--- src/hdl/hng_pkg.sv ---
`timescale 1ns / 1ps
// ----------------------------------------------------------------------------
// Heightmap normal generator package
// Codes, reset values and the command and status bundles that pass between
// the controller and the datapath.
// ----------------------------------------------------------------------------
package hng_pkg;

    // Item actions.
    localparam logic ACT_WRITE = 1'b0;
    localparam logic ACT_QUERY = 1'b1;

    // Result status codes.
    localparam logic STATUS_OK      = 1'b0;
    localparam logic STATUS_OUTSIDE = 1'b1;

    // Configuration register indexes.
    localparam logic [1:0] REG_GRID_COLUMNS = 2'd0;
    localparam logic [1:0] REG_GRID_ROWS    = 2'd1;
    localparam logic [1:0] REG_X_SPACING    = 2'd2;
    localparam logic [1:0] REG_Y_SPACING    = 2'd3;

    // Configuration reset values.
    localparam logic [6:0]  GRID_SIZE_RESET = 7'd64;
    localparam logic [15:0] SPACING_RESET   = 16'd256;

    // Height reads of one query.
    localparam logic [1:0] RD_X_HI = 2'd0;
    localparam logic [1:0] RD_X_LO = 2'd1;
    localparam logic [1:0] RD_Y_HI = 2'd2;
    localparam logic [1:0] RD_Y_LO = 2'd3;

    // Normal components.
    localparam logic [1:0] COMP_X = 2'd0;
    localparam logic [1:0] COMP_Y = 2'd1;
    localparam logic [1:0] COMP_Z = 2'd2;

    typedef struct packed {
        logic       load_item;
        logic       rd_issue;
        logic       rd_cap;
        logic [1:0] rd_idx;
        logic [1:0] cap_idx;
        logic       delta;
        logic       mag;
        logic       norm;
        logic       sq_mul;
        logic       sq_clr;
        logic       sq_acc;
        logic [1:0] sq_idx;
        logic       sqrt_init;
        logic       sqrt_step;
        logic       div_init;
        logic       div_step;
        logic       div_store;
        logic [1:0] div_idx;
        logic       out_load;
    } hng_cmd_t;

    typedef struct packed {
        logic in_write;
        logic in_inside;
        logic norm_done;
    } hng_status_t;

endpackage

--- src/hdl/hng_ctrl.sv ---
`timescale 1ns / 1ps
// ----------------------------------------------------------------------------
// Heightmap normal controller
// Sequences the reads, arithmetic steps and result hand-off of each query.
// ----------------------------------------------------------------------------
module hng_ctrl (
    input  logic                 clk,
    input  logic                 rst_n,
    input  logic                 in_valid,
    output logic                 in_ready,
    input  logic                 out_ready,
    output logic                 out_valid,
    input  hng_pkg::hng_status_t status,
    output hng_pkg::hng_cmd_t    cmd
);
    import hng_pkg::*;

    typedef enum logic [8:0] {
        ST_IDLE  = 9'b000000001,
        ST_READ  = 9'b000000010,
        ST_DELTA = 9'b000000100,
        ST_MAG   = 9'b000001000,
        ST_NORM  = 9'b000010000,
        ST_SQ    = 9'b000100000,
        ST_SQRT  = 9'b001000000,
        ST_DIV   = 9'b010000000,
        ST_DONE  = 9'b100000000
    } state_t;

    localparam logic [4:0] READ_LAST = 5'd4;
    localparam logic [4:0] SQ_LAST   = 5'd3;
    localparam logic [4:0] SQRT_LAST = 5'd31;
    localparam logic [4:0] DIV_LAST  = 5'd18;

    state_t     state_reg, state_next;
    logic [4:0] cnt_reg, cnt_next;
    logic [1:0] comp_reg, comp_next;
    logic       out_valid_reg, out_valid_next;
    logic       accept;

    assign in_ready  = (state_reg == ST_IDLE);
    assign accept    = in_valid && in_ready;
    assign out_valid = out_valid_reg;

    always_comb
    begin
        state_next     = state_reg;
        cnt_next       = cnt_reg;
        comp_next      = comp_reg;
        out_valid_next = out_valid_reg && !out_ready;
        cmd            = '0;
        cmd.load_item  = accept;
        cmd.rd_idx     = cnt_reg[1:0];
        cmd.cap_idx    = 2'(cnt_reg - 5'd1);
        cmd.sq_idx     = cnt_reg[1:0];
        cmd.div_idx    = comp_reg;

        unique case (state_reg)
            ST_IDLE:
            begin
                if (accept && !status.in_write)
                begin
                    cnt_next   = '0;
                    state_next = status.in_inside ? ST_READ : ST_DONE;
                end
            end
            ST_READ:
            begin
                cmd.rd_issue = (cnt_reg != READ_LAST);
                cmd.rd_cap   = (cnt_reg != '0);
                if (cnt_reg == READ_LAST)
                begin
                    cnt_next   = '0;
                    state_next = ST_DELTA;
                end
                else
                begin
                    cnt_next = cnt_reg + 5'd1;
                end
            end
            ST_DELTA:
            begin
                cmd.delta  = 1'b1;
                state_next = ST_MAG;
            end
            ST_MAG:
            begin
                cmd.mag    = 1'b1;
                state_next = ST_NORM;
            end
            ST_NORM:
            begin
                if (status.norm_done)
                begin
                    cnt_next   = '0;
                    state_next = ST_SQ;
                end
                else
                begin
                    cmd.norm = 1'b1;
                end
            end
            ST_SQ:
            begin
                cmd.sq_mul    = (cnt_reg != SQ_LAST);
                cmd.sq_clr    = (cnt_reg == '0);
                cmd.sq_acc    = (cnt_reg != '0);
                cmd.sqrt_init = (cnt_reg == '0);
                if (cnt_reg == SQ_LAST)
                begin
                    cnt_next   = '0;
                    state_next = ST_SQRT;
                end
                else
                begin
                    cnt_next = cnt_reg + 5'd1;
                end
            end
            ST_SQRT:
            begin
                cmd.sqrt_step = 1'b1;
                if (cnt_reg == SQRT_LAST)
                begin
                    cnt_next   = '0;
                    comp_next  = COMP_X;
                    state_next = ST_DIV;
                end
                else
                begin
                    cnt_next = cnt_reg + 5'd1;
                end
            end
            ST_DIV:
            begin
                cmd.div_init  = (cnt_reg == '0);
                cmd.div_step  = (cnt_reg != '0) && (cnt_reg != DIV_LAST);
                cmd.div_store = (cnt_reg == DIV_LAST);
                if (cnt_reg == DIV_LAST)
                begin
                    cnt_next = '0;
                    if (comp_reg == COMP_Z)
                    begin
                        state_next = ST_DONE;
                    end
                    else
                    begin
                        comp_next = comp_reg + 2'd1;
                    end
                end
                else
                begin
                    cnt_next = cnt_reg + 5'd1;
                end
            end
            ST_DONE:
            begin
                if (!out_valid_reg || out_ready)
                begin
                    cmd.out_load   = 1'b1;
                    out_valid_next = 1'b1;
                    state_next     = ST_IDLE;
                end
            end
            default:
            begin
                state_next = ST_IDLE;
            end
        endcase
    end

    always_ff @(posedge clk or negedge rst_n)
    begin
        if (!rst_n)
        begin
            state_reg     <= ST_IDLE;
            cnt_reg       <= '0;
            comp_reg      <= COMP_X;
            out_valid_reg <= 1'b0;
        end
        else
        begin
            state_reg     <= state_next;
            cnt_reg       <= cnt_next;
            comp_reg      <= comp_next;
            out_valid_reg <= out_valid_next;
        end
    end

endmodule

--- config.mk ---
export PLATFORM = sky130hd
export DESIGN_NAME = hng_ctrl
export DESIGN_NICKNAME = d
export VERILOG_FILES = /design/src/hdl/hng_pkg.sv /design/src/hdl/hng_ctrl.sv
export SDC_FILE = /design/constraint.sdc
export NUM_CORES = 1
export LEC_CHECK = 0
export ABC_CLOCK_PERIOD_IN_PS = 2750
export BUFFER_PORTS_ARGS = -buffer_cell sky130_fd_sc_hd__buf_4
export CAP_MARGIN = 40
export CORE_AREA = 5 5 56 58
export DETAILED_ROUTE_END_ITERATION = 8
export DIE_AREA = 0 0 61 63
export HOLD_SLACK_MARGIN = 0.1
export PLACE_DENSITY = 0.75
export SYNTH_ARGS = -nofsm -noshare
export SYNTH_HDL_FRONTEND = slang
export SYNTH_SLANG_ARGS = --single-unit
--- constraint.sdc ---
create_clock -name clk -period 2.75 [get_ports clk]
set_input_delay 0 -clock clk [delete_from_list [all_inputs] [get_ports clk]]
set_output_delay 0 -clock clk [all_outputs]
set_load 0.05 [all_outputs]
==> flow_summary.json <==
{
  "largest_reg_flops": 9,
  "grt_max_degree": 11,
  "cts_sinks": 17,
  "synth_top_area_cell": "dfrtp_1",
  "die_area_um2": 3843,
  "postCtsSetupBuffers": 0,
  "cts_root_buf": "clkbuf_4",
  "status": "finished clean",
  "drt-pass1-iter-count": 4,
  "gr-usage-all-layers_pct": 17.88,
  "gp_congestion": 0.9069,
  "portBuffers": 31,
  "tritoncts": "yes",
  "p_leak_nw": 0.7284,
  "irDropWorstVdd_mv": 0.8635,
  "setup_viol": 0,
  "tightest_slew_ns": 0.6498,
  "min_period_ns": 2.590,
  "critPathCaptureType": "register",
  "clkTransAtPathRegs_ns": 0.11,
  "async_flop_share_pct": 100.0,
  "drv_slew": 0,
  "globalRouteOverflowTotal": 0,
  "wl_per_cell_um": 16.13,
  "cp_max_fo": 7,
  "grt_pass1_wl_mm": 5.326,
  "synth_edf_count": 0,
  "grt_pass1_vias": 1159,
  "rsz0062_at_grt": "false",
  "drc": 0,
  "drv_cap": 0,
  "floorplan.initialDensity_pct": 47.89,
  "core_um2": 2615,
  "dr_total_vias": 1155,
  "ys.warnings.count": 0,
  "timing.final.crit_share_pct": 94.17,
  "worstPathRequired_ns": 2.94,
  "ys_top_cells_by_area": "dfrtp_1, ha_1, nor4b_1",
  "first_iter_violations": 52,
  "yosysSeqAreaShare_pct": 34.07,
  "clk_latency_ns": 0.29,
  "die_h_um": 63,
  "antenna_found_initial": 0,
  "netlist_area_um2": 1252,
  "antenna_cells": 0,
  "critPathArrivalTime_ns": 2.78,
  "hold_viol": 0,
  "synth_top_area_share_pct": 31.97,
  "via_per_inst": 5.863,
  "clock_path_buffers": 2,
  "fin_total_pwr_mw": 1.315,
  "relSlewSlack_pct": 56.28,
  "clock_skew_ns": 0.006208,
  "h-tree-depth": 1,
  "synthFlopType": "dfrtp_1",
  "dp_hpwl_mm": 2.393,
  "drive_gt1_share_pct": 28.31,
  "crit_path_start_kind": "register",
  "fin_cells": 197,
  "synthCells": 139,
  "rows": 19,
  "crit_type": "reg -> reg",
  "syn2layout_area_growth_pct": 21.28,
  "ant_nets": 0,
  "syn_area_per_cell_um2": 9.010,
  "syn_nets": 151,
  "fp.dieW_um": 61,
  "io_pins": 32,
  "fmax_ghz": 0.3861,
  "yosys.cell_types.count": 45,
  "powerDensity_nw_per_um2": 865.5,
  "num-nets-final": 179,
  "routed_wl_mm": 3.178,
  "fin_tns_setup_ns": 0,
  "min_path_type": "in -> reg",
  "dp.cells": 188,
  "ys_ff_latch": 17,
  "cts-buffers-inserted": 3
}
==> Yosys cell counts (3+ instances only) <==
library cell and number:
inv_1 8, nor3_1 5, nor4b_1 7, ha_1 5, and2_1 3, nor3b_1 3
nand3_1 5, dfrtp_1 16, nor2b_1 3, nor2_1 15, buf_2 3, nand2_1 5
o21ai_0 3, and3_1 3, buf_4 6, nand2b_1 5, o22ai_1 4
==> cells by family after synthesis <==
logic type / after synthesis / share of synthesized area [%]
AO/OA/AOI/OAI: 24 / 14.09
XOR/XNOR: 2 / 1.399
adder cells (fa/ha/maj): 5 / 4.995
buffers and inverters: 21 / 9.689
flip-flops: 17 / 34.07
multiplexers: 2 / 2.097
AND/OR/NAND/NOR: 68 / 33.67
==> per-layer routing <==
metal | vias up | share of wire (%) | track usage [%]
met5 | - | 0 | 0
met2 | 33 | 49 | 29.14
met1 | 559 | 44 | 23.06
met4 | 0 | 1.7 | 7.317
li1 | 557 | - | -
met3 | 6 | 5.3 | 2.479
==> area by class of cell <==
| class | count | area, um2 |
|---|---|---|
| sequential | 17 | 426.7 |
| inverter | 8 | 30.03 |
| clock buffer | 3 | 22.52 |
| multi-input combinational | 101 | 713.2 |
| clock inverter | 1 | 5.005 |
| fill | 242 | 1096 |
| timing repair buffer | 36 | 282.8 |
| tap | 31 | 38.79 |
==> repair_timing <==
action	4_1_cts	5_1_grt
hold buffers	5	0
endpoints found under the setup margin	0	0
gates resized for setup	0	0
endpoints found under the hold margin	20	0
==> critical path, cell delays in order (launching register included) <==
cell	delay (ns)
dfrtp_1	0.47
ha_1	0.24
and3_1	0.17
ha_1	0.21
o22ai_1	0.10
a211o_1	0.38
or4_4	0.60
mux2_4	0.32
==> where the power goes <==
group / switching (mW) / internal [mW]
combinational: 0.546 / 0.277
clock: 0.0828 / 0.0541
sequential: 0.0570 / 0.298
==> per-stage QoR <==
stage | area [um2] | util (%) | worst slack [ns] | hold slack (ns)
2_1_floorplan | 1261 | - | 0.03472 | -0.2956
3_3_place_gp | 1441 | 55.12 | 0.2572 | -0.1177
3_5_place_dp | 1441 | 55.12 | 0.1854 | -0.1168
4_1_cts | 1519 | 58.09 | 0.1632 | 0.1120
5_1_grt | 1519 | 58.09 | 0.04337 | 0.1210
6_report | 1519 | 58.09 | 0.1602 | 0.1177
==> cells in the final DEF, fill, tap and decap left out, drive strengths merged, types with 3 or more instances in the layout <==
cell | synthesis | final
and2 | 3 | 3
and3 | 3 | 3
buf | 11 | 31
clkbuf | 2 | 3
dfrtp | 16 | 16
dlygate4sd3 | 0 | 5
ha | 5 | 5
inv | 8 | 8
nand2 | 5 | 5
nand2b | 5 | 5
nand3 | 5 | 5
nor2 | 15 | 15
nor2b | 3 | 3
nor3 | 5 | 5
nor3b | 3 | 3
nor4 | 3 | 3
nor4b | 7 | 7
o21ai | 3 | 3
o22ai | 4 | 4
==> path summary, 6_finish.rpt <==
kind	from	end	slack, ns	depth (start not counted)
worst max-delay path	cnt_reg[1]	state_reg[7]	0.16	7
worst min-delay path	in_valid	state_reg[0]	0.12	3
worst max register to register	cnt_reg[1]	state_reg[7]	0.16	7
worst min register to register	comp_reg[1]	comp_reg[1]	0.59	1
max in group asynchronous	rst_n	state_reg[1]	1.09	4
min in group asynchronous	rst_n	out_valid	0.61	3
No activity file was read; power rests on OpenSTA's default activity.
